### src/hw/rtl/wind_vector_averager_core_assert.svh
// assertion macros shared by the wind vector averager rtl
`ifndef WIND_VECTOR_AVERAGER_CORE_ASSERT_SVH
`define WIND_VECTOR_AVERAGER_CORE_ASSERT_SVH

// implication checked on every rising edge outside reset
`define WVA_ASSERT_IMPL(label, clk, rst_n, ante, cons) \
    label: assert property (@(posedge clk) disable iff (!rst_n) (ante) |-> (cons)) \
        else $error("assertion failed");

// implication whose consequent is checked in the cycle after the antecedent
`define WVA_ASSERT_NEXT(label, clk, rst_n, ante, cons) \
    label: assert property (@(posedge clk) disable iff (!rst_n) (ante) |=> (cons)) \
        else $error("assertion failed");

`endif

### src/hw/rtl/wva_pkg.sv
// ---------------------------------------------------------------------------
// wva_pkg
// types, constants and tables shared by the wind vector averager
// ---------------------------------------------------------------------------
package wva_pkg;

    localparam int MAX_RECORDS_DEF = 64;
    localparam int CORDIC_STEPS    = 16;
    localparam int STEP_W          = 4;
    localparam int ANG_W           = 22;
    localparam int VEC_W           = 28;
    localparam int SUM_W           = 26;
    localparam int SPD_SUM_W       = 26;
    localparam int CNT_W           = 11;

    localparam logic signed [ANG_W-1:0] QUARTER_UNITS = ANG_W'(900 * 256);
    localparam logic signed [15:0] CORDIC_START = 16'sd19898;
    localparam logic signed [16:0] Q15_MAX = 17'sd32767;
    localparam logic signed [11:0] HALF_TURN = 12'sd1800;

    typedef struct packed {
        logic [15:0] wind_speed;
        logic [11:0] wind_direction;
    } in_word_t;

    typedef struct packed {
        logic [15:0]        mean_speed;
        logic signed [11:0] mean_direction;
        logic [6:0]         records_held;
        logic               overflow;
    } out_word_t;

    // queue entry between classifier and executer
    typedef struct packed {
        logic [15:0] speed;
        logic [11:0] dir;
        logic        drop;
    } job_t;

    typedef enum logic [2:0] {
        ST_IDLE,
        ST_ROT,
        ST_ACC,
        ST_VEC,
        ST_DIV,
        ST_OUT
    } exec_state_t;

    function automatic logic [ANG_W-1:0] atan_units(input logic [STEP_W-1:0] i);
        logic [ANG_W-1:0] r;
        unique case (i)
            4'd0:  r = 22'd115200;
            4'd1:  r = 22'd68007;
            4'd2:  r = 22'd35933;
            4'd3:  r = 22'd18240;
            4'd4:  r = 22'd9155;
            4'd5:  r = 22'd4582;
            4'd6:  r = 22'd2292;
            4'd7:  r = 22'd1146;
            4'd8:  r = 22'd573;
            4'd9:  r = 22'd286;
            4'd10: r = 22'd143;
            4'd11: r = 22'd72;
            4'd12: r = 22'd36;
            4'd13: r = 22'd18;
            4'd14: r = 22'd9;
            default: r = 22'd4;
        endcase
        return r;
    endfunction

endpackage

### src/hw/rtl/wva_front.sv
// ---------------------------------------------------------------------------
// wva_front
// accepts observations, marks drops against the record count, two-entry queue
// ---------------------------------------------------------------------------
module wva_front #(
    parameter int MAX_RECORDS = wva_pkg::MAX_RECORDS_DEF
) (
    input  logic              clk,
    input  logic              rst_n,
    input  logic              in_valid,
    output logic              in_ready,
    input  wva_pkg::in_word_t in_data,
    output logic              job_valid,
    input  logic              job_ready,
    output wva_pkg::job_t     job
);

    localparam int CW = $clog2(MAX_RECORDS + 1);

    wva_pkg::job_t q_reg [2];
    logic [1:0]    cnt_reg, cnt_next;
    logic          rd_reg, rd_next;
    logic [CW-1:0] held_reg, held_next;
    logic          push, pop, full_now;
    logic [11:0]   dir_mod;

    assign in_ready  = (cnt_reg != 2'd2);
    assign push      = in_valid && in_ready;
    assign job_valid = (cnt_reg != 2'd0);
    assign pop       = job_valid && job_ready;
    assign job       = q_reg[rd_reg];
    assign full_now  = (held_reg == CW'(MAX_RECORDS));
    assign dir_mod   = (in_data.wind_direction >= 12'd3600) ?
                       in_data.wind_direction - 12'd3600 : in_data.wind_direction;

    always_comb
    begin
        cnt_next  = cnt_reg + {1'b0, push} - {1'b0, pop};
        rd_next   = pop ? ~rd_reg : rd_reg;
        held_next = (push && !full_now) ? held_reg + 1'b1 : held_reg;
    end

    always_ff @(posedge clk or negedge rst_n)
    begin
        if (!rst_n)
        begin
            cnt_reg  <= '0;
            rd_reg   <= 1'b0;
            held_reg <= '0;
        end
        else
        begin
            cnt_reg  <= cnt_next;
            rd_reg   <= rd_next;
            held_reg <= held_next;
        end
    end

    always_ff @(posedge clk)
    begin
        if (push)
        begin
            q_reg[rd_reg ^ cnt_reg[0]] <= '{speed: in_data.wind_speed, dir: dir_mod,
                                             drop: full_now};
        end
    end

`include "wind_vector_averager_core_assert.svh"
    `WVA_ASSERT_IMPL(a_no_over, clk, rst_n, cnt_reg == 2'd2, !push)
    `WVA_ASSERT_IMPL(a_held_max, clk, rst_n, 1'b1, held_reg <= CW'(MAX_RECORDS))
    `WVA_ASSERT_NEXT(a_pop_cnt, clk, rst_n, pop && !push, cnt_reg == $past(cnt_reg) - 2'd1)

endmodule

### src/hw/rtl/wva_back.sv
// ---------------------------------------------------------------------------
// wva_back
// shared cordic (rotation then vectoring), accumulators and serial divider
// ---------------------------------------------------------------------------
module wva_back #(
    parameter int MAX_RECORDS = wva_pkg::MAX_RECORDS_DEF
) (
    input  logic               clk,
    input  logic               rst_n,
    input  logic               job_valid,
    output logic               job_ready,
    input  wva_pkg::job_t      job,
    output logic               out_valid,
    input  logic               out_ready,
    output wva_pkg::out_word_t out_data
);

    localparam int CW = $clog2(MAX_RECORDS + 1);
    localparam int AW = wva_pkg::ANG_W;
    localparam int VW = wva_pkg::VEC_W;
    localparam int SW = wva_pkg::SUM_W;
    localparam int DW = wva_pkg::SPD_SUM_W;

    wva_pkg::exec_state_t st_reg, st_next;
    logic [wva_pkg::STEP_W-1:0] step_reg, step_next;
    logic [4:0]               dstep_reg;
    logic signed [VW-1:0]     x_reg, y_reg;
    logic signed [AW-1:0]     z_reg;
    logic                     flip_reg, drop_reg, zero_reg;
    logic [15:0]              spd_reg;
    logic [CW-1:0]            cnt_reg;
    logic [DW-1:0]            ssum_reg;
    logic signed [SW-1:0]     sin_reg, cos_reg;
    logic [DW-1:0]            rem_reg;
    logic [DW-1:0]            quo_reg;
    wva_pkg::out_word_t       res_reg;
    logic                     ov_reg;

    logic signed [VW-1:0] dx, dy;
    logic [AW-1:0]        at;
    logic                 rot_dir;
    logic signed [AW-1:0] t_fold;
    logic                 fold_flip;
    logic signed [VW-1:0] xc, yc;
    logic signed [SW-1:0] sin_n, cos_n;
    logic signed [AW-1:0] zr;
    logic signed [AW-9:0] zs;
    logic signed [11:0]   md;
    logic [DW:0]          trial;

    assign job_ready = (st_reg == wva_pkg::ST_IDLE) && !ov_reg;
    assign out_valid = ov_reg;
    assign out_data  = res_reg;

    assign dx = y_reg >>> step_reg;
    assign dy = x_reg >>> step_reg;
    assign at = wva_pkg::atan_units(step_reg);
    assign rot_dir = (st_reg == wva_pkg::ST_ROT) ? !z_reg[AW-1] : !y_reg[VW-1];

    // fold direction into [-899, 900]
    always_comb
    begin
        logic signed [12:0] t;
        t = $signed({1'b0, job.dir});
        fold_flip = 1'b0;
        priority if (t > 13'sd2700) t = t - 13'sd3600;
        else if (t > 13'sd900)
        begin
            t = t - 13'sd1800;
            fold_flip = 1'b1;
        end
        t_fold = AW'(t) <<< 8;
    end

    always_comb
    begin
        xc = (x_reg > VW'(wva_pkg::Q15_MAX)) ? VW'(wva_pkg::Q15_MAX) :
             (x_reg < -VW'(wva_pkg::Q15_MAX)) ? -VW'(wva_pkg::Q15_MAX) : x_reg;
        yc = (y_reg > VW'(wva_pkg::Q15_MAX)) ? VW'(wva_pkg::Q15_MAX) :
             (y_reg < -VW'(wva_pkg::Q15_MAX)) ? -VW'(wva_pkg::Q15_MAX) : y_reg;
        if (flip_reg)
        begin
            xc = -xc;
            yc = -yc;
        end
        sin_n = sin_reg + SW'(yc);
        cos_n = cos_reg + SW'(xc);
        zr = z_reg + AW'(128);
        zs = zr[AW-1:8];
        md = (zs > (AW-8)'(wva_pkg::HALF_TURN)) ? wva_pkg::HALF_TURN :
             (zs < -(AW-8)'(wva_pkg::HALF_TURN)) ? -wva_pkg::HALF_TURN : 12'(zs);
        trial = {rem_reg, ssum_reg[DW-1-dstep_reg]} - {1'b0, DW'(cnt_reg)};
    end

    always_comb
    begin
        st_next   = st_reg;
        step_next = step_reg;
        unique case (st_reg)
            wva_pkg::ST_IDLE:
                if (job_valid && job_ready)
                begin
                    st_next   = job.drop ? wva_pkg::ST_VEC : wva_pkg::ST_ROT;
                    step_next = '0;
                end
            wva_pkg::ST_ROT:
            begin
                step_next = step_reg + 1'b1;
                if (step_reg == 4'd15) st_next = wva_pkg::ST_ACC;
            end
            wva_pkg::ST_ACC:
                st_next = wva_pkg::ST_VEC;
            wva_pkg::ST_VEC:
            begin
                step_next = step_reg + 1'b1;
                if (step_reg == 4'd15 || zero_reg) st_next = wva_pkg::ST_DIV;
            end
            wva_pkg::ST_DIV:
                if (dstep_reg == 5'(DW-1)) st_next = wva_pkg::ST_OUT;
            wva_pkg::ST_OUT:
                st_next = wva_pkg::ST_IDLE;
            default:
                st_next = wva_pkg::ST_IDLE;
        endcase
    end

    always_ff @(posedge clk or negedge rst_n)
    begin
        if (!rst_n)
        begin
            st_reg   <= wva_pkg::ST_IDLE;
            step_reg <= '0;
            cnt_reg  <= '0;
            ssum_reg <= '0;
            sin_reg  <= '0;
            cos_reg  <= '0;
            ov_reg   <= 1'b0;
        end
        else
        begin
            st_reg   <= st_next;
            step_reg <= step_next;
            if (st_reg == wva_pkg::ST_OUT) ov_reg <= 1'b1;
            else if (ov_reg && out_ready) ov_reg <= 1'b0;
            if (st_reg == wva_pkg::ST_ACC)
            begin
                cnt_reg  <= cnt_reg + 1'b1;
                ssum_reg <= ssum_reg + DW'(spd_reg);
                sin_reg  <= sin_n;
                cos_reg  <= cos_n;
            end
        end
    end

    // datapath, no reset needed
    always_ff @(posedge clk)
    begin
        unique case (st_reg)
            wva_pkg::ST_IDLE:
            begin
                spd_reg  <= job.speed;
                drop_reg <= job.drop;
                flip_reg <= fold_flip;
                // drops go straight to vectoring on the held sums
                if (job.drop)
                begin
                    zero_reg <= (sin_reg == '0) && (cos_reg == '0);
                    if (cos_reg < 0)
                    begin
                        if (sin_reg >= 0)
                        begin
                            x_reg <= VW'(sin_reg);
                            y_reg <= -VW'(cos_reg);
                            z_reg <= wva_pkg::QUARTER_UNITS;
                        end
                        else
                        begin
                            x_reg <= -VW'(sin_reg);
                            y_reg <= VW'(cos_reg);
                            z_reg <= -wva_pkg::QUARTER_UNITS;
                        end
                    end
                    else
                    begin
                        x_reg <= VW'(cos_reg);
                        y_reg <= VW'(sin_reg);
                        z_reg <= '0;
                    end
                end
                else
                begin
                    x_reg <= VW'(wva_pkg::CORDIC_START);
                    y_reg <= '0;
                    z_reg <= t_fold;
                end
            end
            wva_pkg::ST_ROT, wva_pkg::ST_VEC:
            begin
                if (rot_dir)
                begin
                    x_reg <= (st_reg == wva_pkg::ST_ROT) ? x_reg - dx : x_reg + dx;
                    y_reg <= (st_reg == wva_pkg::ST_ROT) ? y_reg + dy : y_reg - dy;
                    z_reg <= (st_reg == wva_pkg::ST_ROT) ? z_reg - $signed(at)
                                                         : z_reg + $signed(at);
                end
                else
                begin
                    x_reg <= (st_reg == wva_pkg::ST_ROT) ? x_reg + dx : x_reg - dx;
                    y_reg <= (st_reg == wva_pkg::ST_ROT) ? y_reg - dy : y_reg + dy;
                    z_reg <= (st_reg == wva_pkg::ST_ROT) ? z_reg + $signed(at)
                                                         : z_reg - $signed(at);
                end
                rem_reg   <= '0;
                dstep_reg <= '0;
            end
            wva_pkg::ST_ACC:
            begin
                zero_reg <= (sin_n == '0) && (cos_n == '0);
                if (cos_n < 0)
                begin
                    if (sin_n >= 0)
                    begin
                        x_reg <= VW'(sin_n);
                        y_reg <= -VW'(cos_n);
                        z_reg <= wva_pkg::QUARTER_UNITS;
                    end
                    else
                    begin
                        x_reg <= -VW'(sin_n);
                        y_reg <= VW'(cos_n);
                        z_reg <= -wva_pkg::QUARTER_UNITS;
                    end
                end
                else
                begin
                    x_reg <= VW'(cos_n);
                    y_reg <= VW'(sin_n);
                    z_reg <= '0;
                end
            end
            wva_pkg::ST_DIV:
            begin
                // restoring division, one quotient bit a cycle
                if (!trial[DW])
                begin
                    rem_reg <= trial[DW-1:0];
                    quo_reg <= {quo_reg[DW-2:0], 1'b1};
                end
                else
                begin
                    rem_reg <= {rem_reg[DW-2:0], ssum_reg[DW-1-dstep_reg]};
                    quo_reg <= {quo_reg[DW-2:0], 1'b0};
                end
                dstep_reg <= dstep_reg + 1'b1;
            end
            wva_pkg::ST_OUT:
            begin
                res_reg.mean_speed     <= (cnt_reg == '0) ? 16'd0 : quo_reg[15:0];
                res_reg.mean_direction <= zero_reg ? 12'sd0 : md;
                res_reg.records_held   <= 7'(cnt_reg);
                res_reg.overflow       <= drop_reg;
            end
            default: ;
        endcase
    end

`include "wind_vector_averager_core_assert.svh"
    `WVA_ASSERT_IMPL(a_ready_idle, clk, rst_n, job_ready, st_reg == wva_pkg::ST_IDLE)
    `WVA_ASSERT_IMPL(a_cnt_max, clk, rst_n, 1'b1, cnt_reg <= CW'(MAX_RECORDS))
    `WVA_ASSERT_NEXT(a_out_set, clk, rst_n, st_reg == wva_pkg::ST_OUT, out_valid)

endmodule

### src/hw/rtl/wind_vector_averager_core.sv
// path: a kept observation goes through the front queue, rotation, accumulation,
// vectoring, division and the output state; a dropped one skips rotation and
// accumulation, and vectoring stops early when both sums are zero
// the back end takes one observation at a time, busy through 16 rotation and 16
// vectoring cordic steps, the 26-step divider and the result register, which holds it until read
// reset: asynchronous, clears record count and all sums, no clearing pass
// ---------------------------------------------------------------------------
// wind_vector_averager_core
// mean wind speed and circular mean direction over held observations
// ---------------------------------------------------------------------------
module wind_vector_averager_core #(
    parameter int MAX_RECORDS = wva_pkg::MAX_RECORDS_DEF
) (
    input  logic               clk,
    input  logic               rst_n,
    input  logic               in_valid,
    output logic               in_ready,
    input  wva_pkg::in_word_t  in_data,
    output logic               out_valid,
    input  logic               out_ready,
    output wva_pkg::out_word_t out_data
);

    logic          job_valid, job_ready;
    wva_pkg::job_t job;

    wva_front #(.MAX_RECORDS(MAX_RECORDS)) u_front (
        .clk, .rst_n, .in_valid, .in_ready, .in_data,
        .job_valid, .job_ready, .job
    );

    wva_back #(.MAX_RECORDS(MAX_RECORDS)) u_back (
        .clk, .rst_n, .job_valid, .job_ready, .job,
        .out_valid, .out_ready, .out_data
    );

endmodule
### config.mk
export PLATFORM = sky130hd
export DESIGN_NAME = wind_vector_averager_core
export DESIGN_NICKNAME = d
export VERILOG_FILES = /design/src/hw/rtl/wva_pkg.sv /design/src/hw/rtl/wva_front.sv /design/src/hw/rtl/wva_back.sv /design/src/hw/rtl/wind_vector_averager_core.sv
export VERILOG_INCLUDE_DIRS = /design/src /design/src/hw/rtl
export SDC_FILE = /design/constraint.sdc
export NUM_CORES = 1
export LEC_CHECK = 0
export BUFFER_PORTS_ARGS = -buffer_cell sky130_fd_sc_hd__buf_2
export CAP_MARGIN = 20
export CORE_MARGIN = 4
export CORE_UTILIZATION = 40
export DETAILED_ROUTE_END_ITERATION = 10
export PLACE_DENSITY = 0.6
export SKIP_CTS_REPAIR_TIMING = 1
export SLEW_MARGIN = 0
export SYNTH_ARGS = -nofsm -noshare
export SYNTH_HDL_FRONTEND = slang
export SYNTH_SLANG_ARGS = --single-unit
### constraint.sdc
create_clock -name clk -period 8.3 [get_ports clk]
set_input_delay 0 -clock clk [delete_from_list [all_inputs] [get_ports clk]]
set_output_delay 0 -clock clk [all_outputs]
set_load 0.05 [all_outputs]
==> results.json, run 1 <==
{
  "status": "finished with violations",
  "violations": "negative hold slack",
  "ys.warnings.count": 0,
  "fin_worst_skew_ns": 0.0160,
  "path_max_fanout": 24,
  "synthArstFlopShare": 0.302,
  "synthToLayoutAreaGrowth_pct": 10.4,
  "gp_congestion": 0.969,
  "yosysSeqAreaShare": 0.303,
  "port-buffer-count": 69,
  "layout.nets": 4197,
  "ys.flop_type": "edfxtp_1",
  "grt_overflow_total": 0,
  "start_util": 0.405,
  "num_rows": 103,
  "grt_max_degree": 102,
  "syn-cell-area_mm2": 0.0321,
  "hold_slack_ns": -0.0267,
  "fmax_ghz": 0.129,
  "root_buffer": "clkbuf_16",
  "io_pins": 70,
  "slew_headroom": 0.198,
  "core_area_mm2": 0.0793,
  "setup_violations": 0,
  "grt_pass1_vias": 26998,
  "drt_iter0_drc": 2744,
  "required_ns": 8.62,
  "dr.pass1.iters": 6,
  "fillers": 7856,
  "tightest_slew_ns": 1.19,
  "fin_crit_ns": 7.73,
  "slowest_stage": "or4b_4",
  "rsz0062_at_grt": "false",
  "wl_per_cell_um": 19.8,
  "vias": 29273,
  "final_cell_mix": "nand2_1 (454), o21ai_0 (353), nor2_1 (323)",
  "multi_input_area_mm2": 0.0209,
  "slowest_delay_ns": 0.54,
  "via_per_inst": 5.86,
  "ant_nets": 0,
  "drive_above_1_share": 0.0875,
  "synth_edf_count": 238,
  "insertion_delay_ns": 0.59,
  "syn_nets": 4169,
  "path_clk_slew_ns": 0.06,
  "dp_hpwl_um": 74600,
  "min_period_over_period": 0.931,
  "cts.sinks": 341,
  "numCtsBuffers": 41,
  "routed_wirelength_um": 99100,
  "syn_area_per_cell_um2": 8.26,
  "report.final.slew_viol_count": 0,
  "synth_cell_types": 87,
  "final_common_cell": "nand2_1",
  "cts_buffer_depth": 3,
  "cts-htree-levels": 2,
  "regArea_mm2": 0.00973,
  "dieArea_mm2": 0.0848,
  "crit_path_end_kind": "flop",
  "largest_reg_flops": 58,
  "maxCapViolations": 0,
  "setup_tns_ns": 0,
  "ys_ff_latch": 341,
  "cts_tree": "built",
  "finalHoldViolCount": 13,
  "crit_type": "flop to flop",
  "drcViolationCount": 0,
  "die_x_um": 291,
  "die_height_um": 291,
  "grt_pass1_wl_um": 153000,
  "antenna_found_initial": 1,
  "startpoint_type": "flop",
  "min_path_type": "input port to async pin",
  "grt_usage": 0.224,
  "cp.arrival_ns": 8.05,
  "syn_inst": 3883
}
-- stage by stage --
stage,worst slack (ns),instances,util,area [um2]
floorplan,1.38,3883,-,32100
global placement,0.491,4884,0.425,33700
detailed placement,0.349,4885,0.425,33700
CTS,0.344,4961,0.443,35100
global route,0.0881,4995,0.447,35400
finish,0.573,4995,0.447,35400
-- metal layers --
| layer | global-route usage | wire length, um | up-vias |
|---|---|---|---|
| met2 | 0.345 | 43400 | 994 |
| met5 | 0 | 0 | - |
| li1 | - | - | 14186 |
| met3 | 0.0347 | 7620 | 152 |
| met4 | 0.0560 | 2370 | 0 |
| met1 | 0.328 | 45800 | 13941 |
-- cells by family (layout without fill, tap and decap cells) --
family | count (synthesis) | in the layout | share of synthesized area
multiplexers | 140 | 140 | 0.0538
AND/OR/NAND/NOR | 1278 | 1278 | 0.187
buffers and inverters | 401 | 462 | 0.0478
other | 0 | 1 | 0
flip-flops | 341 | 341 | 0.303
adder cells (fa/ha/maj) | 254 | 254 | 0.101
XOR/XNOR | 297 | 297 | 0.0813
AO/OA/AOI/OAI | 1172 | 1172 | 0.226
-- synthesized netlist by cell type (12+ instances only) --
cell type	number	share of area
nand2_1	456	0.053
o21ai_0	353	0.055
nor2_1	324	0.038
a21oi_1	318	0.050
ha_1	244	0.095
edfxtp_1	238	0.22
inv_1	204	0.024
xnor2_1	180	0.049
clkbuf_1	155	0.018
xor2_1	116	0.032
dfrtp_1	103	0.080
nor3_1	82	0.013
mux2i_1	80	0.025
nand3_1	72	0.011
a211oi_1	63	0.015
a21o_1	53	0.012
nor2b_1	48	0.0094
a31oi_1	47	0.0092
nor4_1	42	0.0082
mux2_2	38	0.013
nand2b_1	38	0.0074
and2_1	37	0.0072
o22ai_1	37	0.0072
or3_1	36	0.0070
o21a_1	35	0.0082
o31ai_1	34	0.0080
nand4_1	33	0.0064
and3_1	31	0.0060
buf_1	28	0.0033
o211ai_1	27	0.0063
o21bai_1	26	0.0061
mux4_2	22	0.015
or2_2	22	0.0043
o221ai_1	19	0.0052
a221oi_1	17	0.0046
a21boi_0	13	0.0030
nand3b_1	12	0.0028
o31a_1	12	0.0033
-- critical path: cells and delay by family, from the launching register on --
kind,cells,cell delay [ns]
xor gates and xnor gates,1,0.16
buffers and inverters,2,0.39
and+or+nand+nor,12,3.36
adders and majority gates,2,0.66
AOI/OAI and AO/OA,11,2.41
DFF,1,0.49
-- final timing paths --
check	from	end	slack, ns	depth (start not counted)
max	u_back.x_reg[0]	u_back.x_reg[15]	0.57	28
min	rst_n	u_back.sin_reg[4]	-0.03	2
max reg2reg	u_back.x_reg[0]	u_back.x_reg[15]	0.57	28
min reg2reg	u_back.drop_reg	u_back.out_data[0]	0.43	0
max in group asynchronous	rst_n	u_front.rd_reg	6.93	3
min in group clk	in_data[16]	u_front.q_reg[0][17]	0.14	2
-- layout make-up --
| cell class | instances | area share |
|---|---|---|
| diodes | 1 | 0.0000707 |
| clock inverters | 23 | 0.00904 |
| well taps | 1050 | 0.0371 |
| flip-flops and latches | 341 | 0.275 |
| multi-input cells | 3141 | 0.590 |
| repair buffers | 180 | 0.0361 |
| inverters | 206 | 0.0219 |
| clock buffers | 53 | 0.0308 |
Power of run 1 is left out: the tool's default activity adds up to more than one toggle a clock period on the data nets, which glitch-free logic cannot reach.
==> inputs of run 2 (changes only) <==
--- a/config.mk
+++ b/config.mk
@@ -9,9 +9,9 @@
 export BUFFER_PORTS_ARGS = -buffer_cell sky130_fd_sc_hd__buf_2
 export CAP_MARGIN = 20
 export CORE_MARGIN = 4
-export CORE_UTILIZATION = 40
+export CORE_UTILIZATION = 35
 export DETAILED_ROUTE_END_ITERATION = 10
-export PLACE_DENSITY = 0.6
+export PLACE_DENSITY = 0.55
 export SKIP_CTS_REPAIR_TIMING = 1
 export SLEW_MARGIN = 0
 export SYNTH_ARGS = -nofsm -noshare
==> results.json, run 2 (synthesis results as in run 1) <==
{
  "status": "complete, no violations",
  "die_height_um": 311,
  "met2_length_um": 46300,
  "r2r_cells": 26,
  "cts_tree": "built",
  "cts-htree-levels": 2,
  "core_area_mm2": 0.0904,
  "met3_length_um": 6540,
  "cp_num_cells": 26,
  "finalHoldViolCount": 0,
  "gp_congestion": 0.918,
  "cts_buffer_depth": 3,
  "drcViolationCount": 0,
  "final_cell_mix": "nand2_1 (454), o21ai_0 (353), nor2_1 (324)",
  "port-buffer-count": 69,
  "layout.nets": 4214,
  "io_pins": 70,
  "dr.pass1.iters": 6,
  "dieArea_mm2": 0.0965,
  "tightest_slew_ns": 1.15,
  "rsz0062_at_grt": "false",
  "antenna_found_initial": 2,
  "cp.arrival_ns": 8.02,
  "drt_iter0_drc": 2712,
  "root_buffer": "clkbuf_16",
  "slew_headroom": 0.228,
  "crit_path_end_kind": "flop",
  "path_max_fanout": 8,
  "min_period_over_period": 0.932,
  "grt_max_degree": 108,
  "fin_crit_ns": 7.73,
  "slowest_delay_ns": 0.54,
  "ant_nets": 0,
  "required_ns": 8.58,
  "timing.rr.start": "u_back.x_reg[0]",
  "top_layer": "met5",
  "cts.sinks": 341,
  "dp_hpwl_um": 78600,
  "numCtsBuffers": 41,
  "via_per_inst": 5.68,
  "fillers": 9131,
  "fin_worst_skew_ns": 0.0268,
  "routed_wirelength_um": 104000,
  "hold_slack_ns": 0.0484,
  "grt_pass1_vias": 27190,
  "grt_usage": 0.206,
  "grt_overflow_total": 0,
  "report.final.slew_viol_count": 0,
  "largest_reg_flops": 58,
  "insertion_delay_ns": 0.58,
  "crit_type": "flop to flop",
  "final_common_cell": "nand2_1",
  "path_clk_slew_ns": 0.06,
  "grt_pass1_wl_um": 160000,
  "crit_family": "simple AND/OR/NAND/NOR gates",
  "startpoint_type": "flop",
  "setup_violations": 0,
  "timing.critical_path.buf_inv": 1,
  "synthToLayoutAreaGrowth_pct": 11.1,
  "min_path_type": "input port to flop",
  "start_util": 0.355,
  "wl_met1_um": 49300,
  "die_x_um": 311,
  "fmax_ghz": 0.129,
  "critPathLaunch": "u_back.x_reg[0]",
  "min_delay_path_depth": 4,
  "drive_above_1_share": 0.0919,
  "maxCapViolations": 0,
  "slowest_stage": "or4b_4",
  "holdCritStartpoint": "in_data[10]",
  "setup_tns_ns": 0,
  "num_rows": 110,
  "wl_per_cell_um": 20.3,
  "vias": 29163
}
run 2: cell count changes in the layout (fill, tap and decap cells not counted), moves of 2 or more:
cell | before | now
clkinv_2 | 8 | 10
clkbuf_8 | 2 | 4
buf_4 | 77 | 95
inv_6 | 0 | 2
clkinvlp_4 | 2 | 5
clkbuf_1 | 10 | 5
bufinv_16 | 6 | 2
run 2: cell type report:
cell class / instances / area, um2 / area share
tap: 1176 / 1470 / 0.0413
sequential: 341 / 9730 / 0.273
multi-input combinational: 3141 / 20900 / 0.587
clock buffer: 51 / 1120 / 0.0316
inverter: 206 / 774 / 0.0217
timing repair buffer: 197 / 1400 / 0.0394
antenna: 1 / 2.50 / 0.0000702
clock inverter: 25 / 215 / 0.00604
run 2: worst paths after layout:
kind,to,slack [ns]
min in group asynchronous,u_back.cos_reg[8],0.08
max in group asynchronous,u_back.ssum_reg[12],7.05
worst max-delay path,u_back.y_reg[24],0.57
worst min register to register,u_back.quo_reg[6],0.43
worst max register to register,u_back.y_reg[24],0.57
worst min-delay path,u_front.q_reg[0][6],0.05
run 2: metal layers:
metal  vias up  global-route usage
met3       106              0.0280
met1     13972               0.300
met2       878               0.326
met4         2              0.0457
li1      14205                   -
met5         -                   0
run 2: worst reg2reg max path, delay by kind of cell, from the launching register on:
| kind | cells | cell delay [ns] |
|---|---|---|
| compound gates | 11 | 2.52 |
| buf+inv | 1 | 0.06 |
| fa+ha+maj | 2 | 0.65 |
| simple gates | 10 | 3.09 |
| xor+xnor | 2 | 0.65 |
| flops | 1 | 0.47 |
run 2: metrics by stage:
step           instances  area, um2  setup WS, ns  utilization
2_1_floorplan       3883      32100          1.38            -
3_3_place_gp        5028      34000         0.804        0.375
3_5_place_dp        5028      34000         0.729        0.375
4_1_cts             5104      35300         0.685        0.390
5_1_grt             5138      35600         0.114        0.394
6_report            5138      35600         0.566        0.394
Power of run 2 is left out for the same reason.
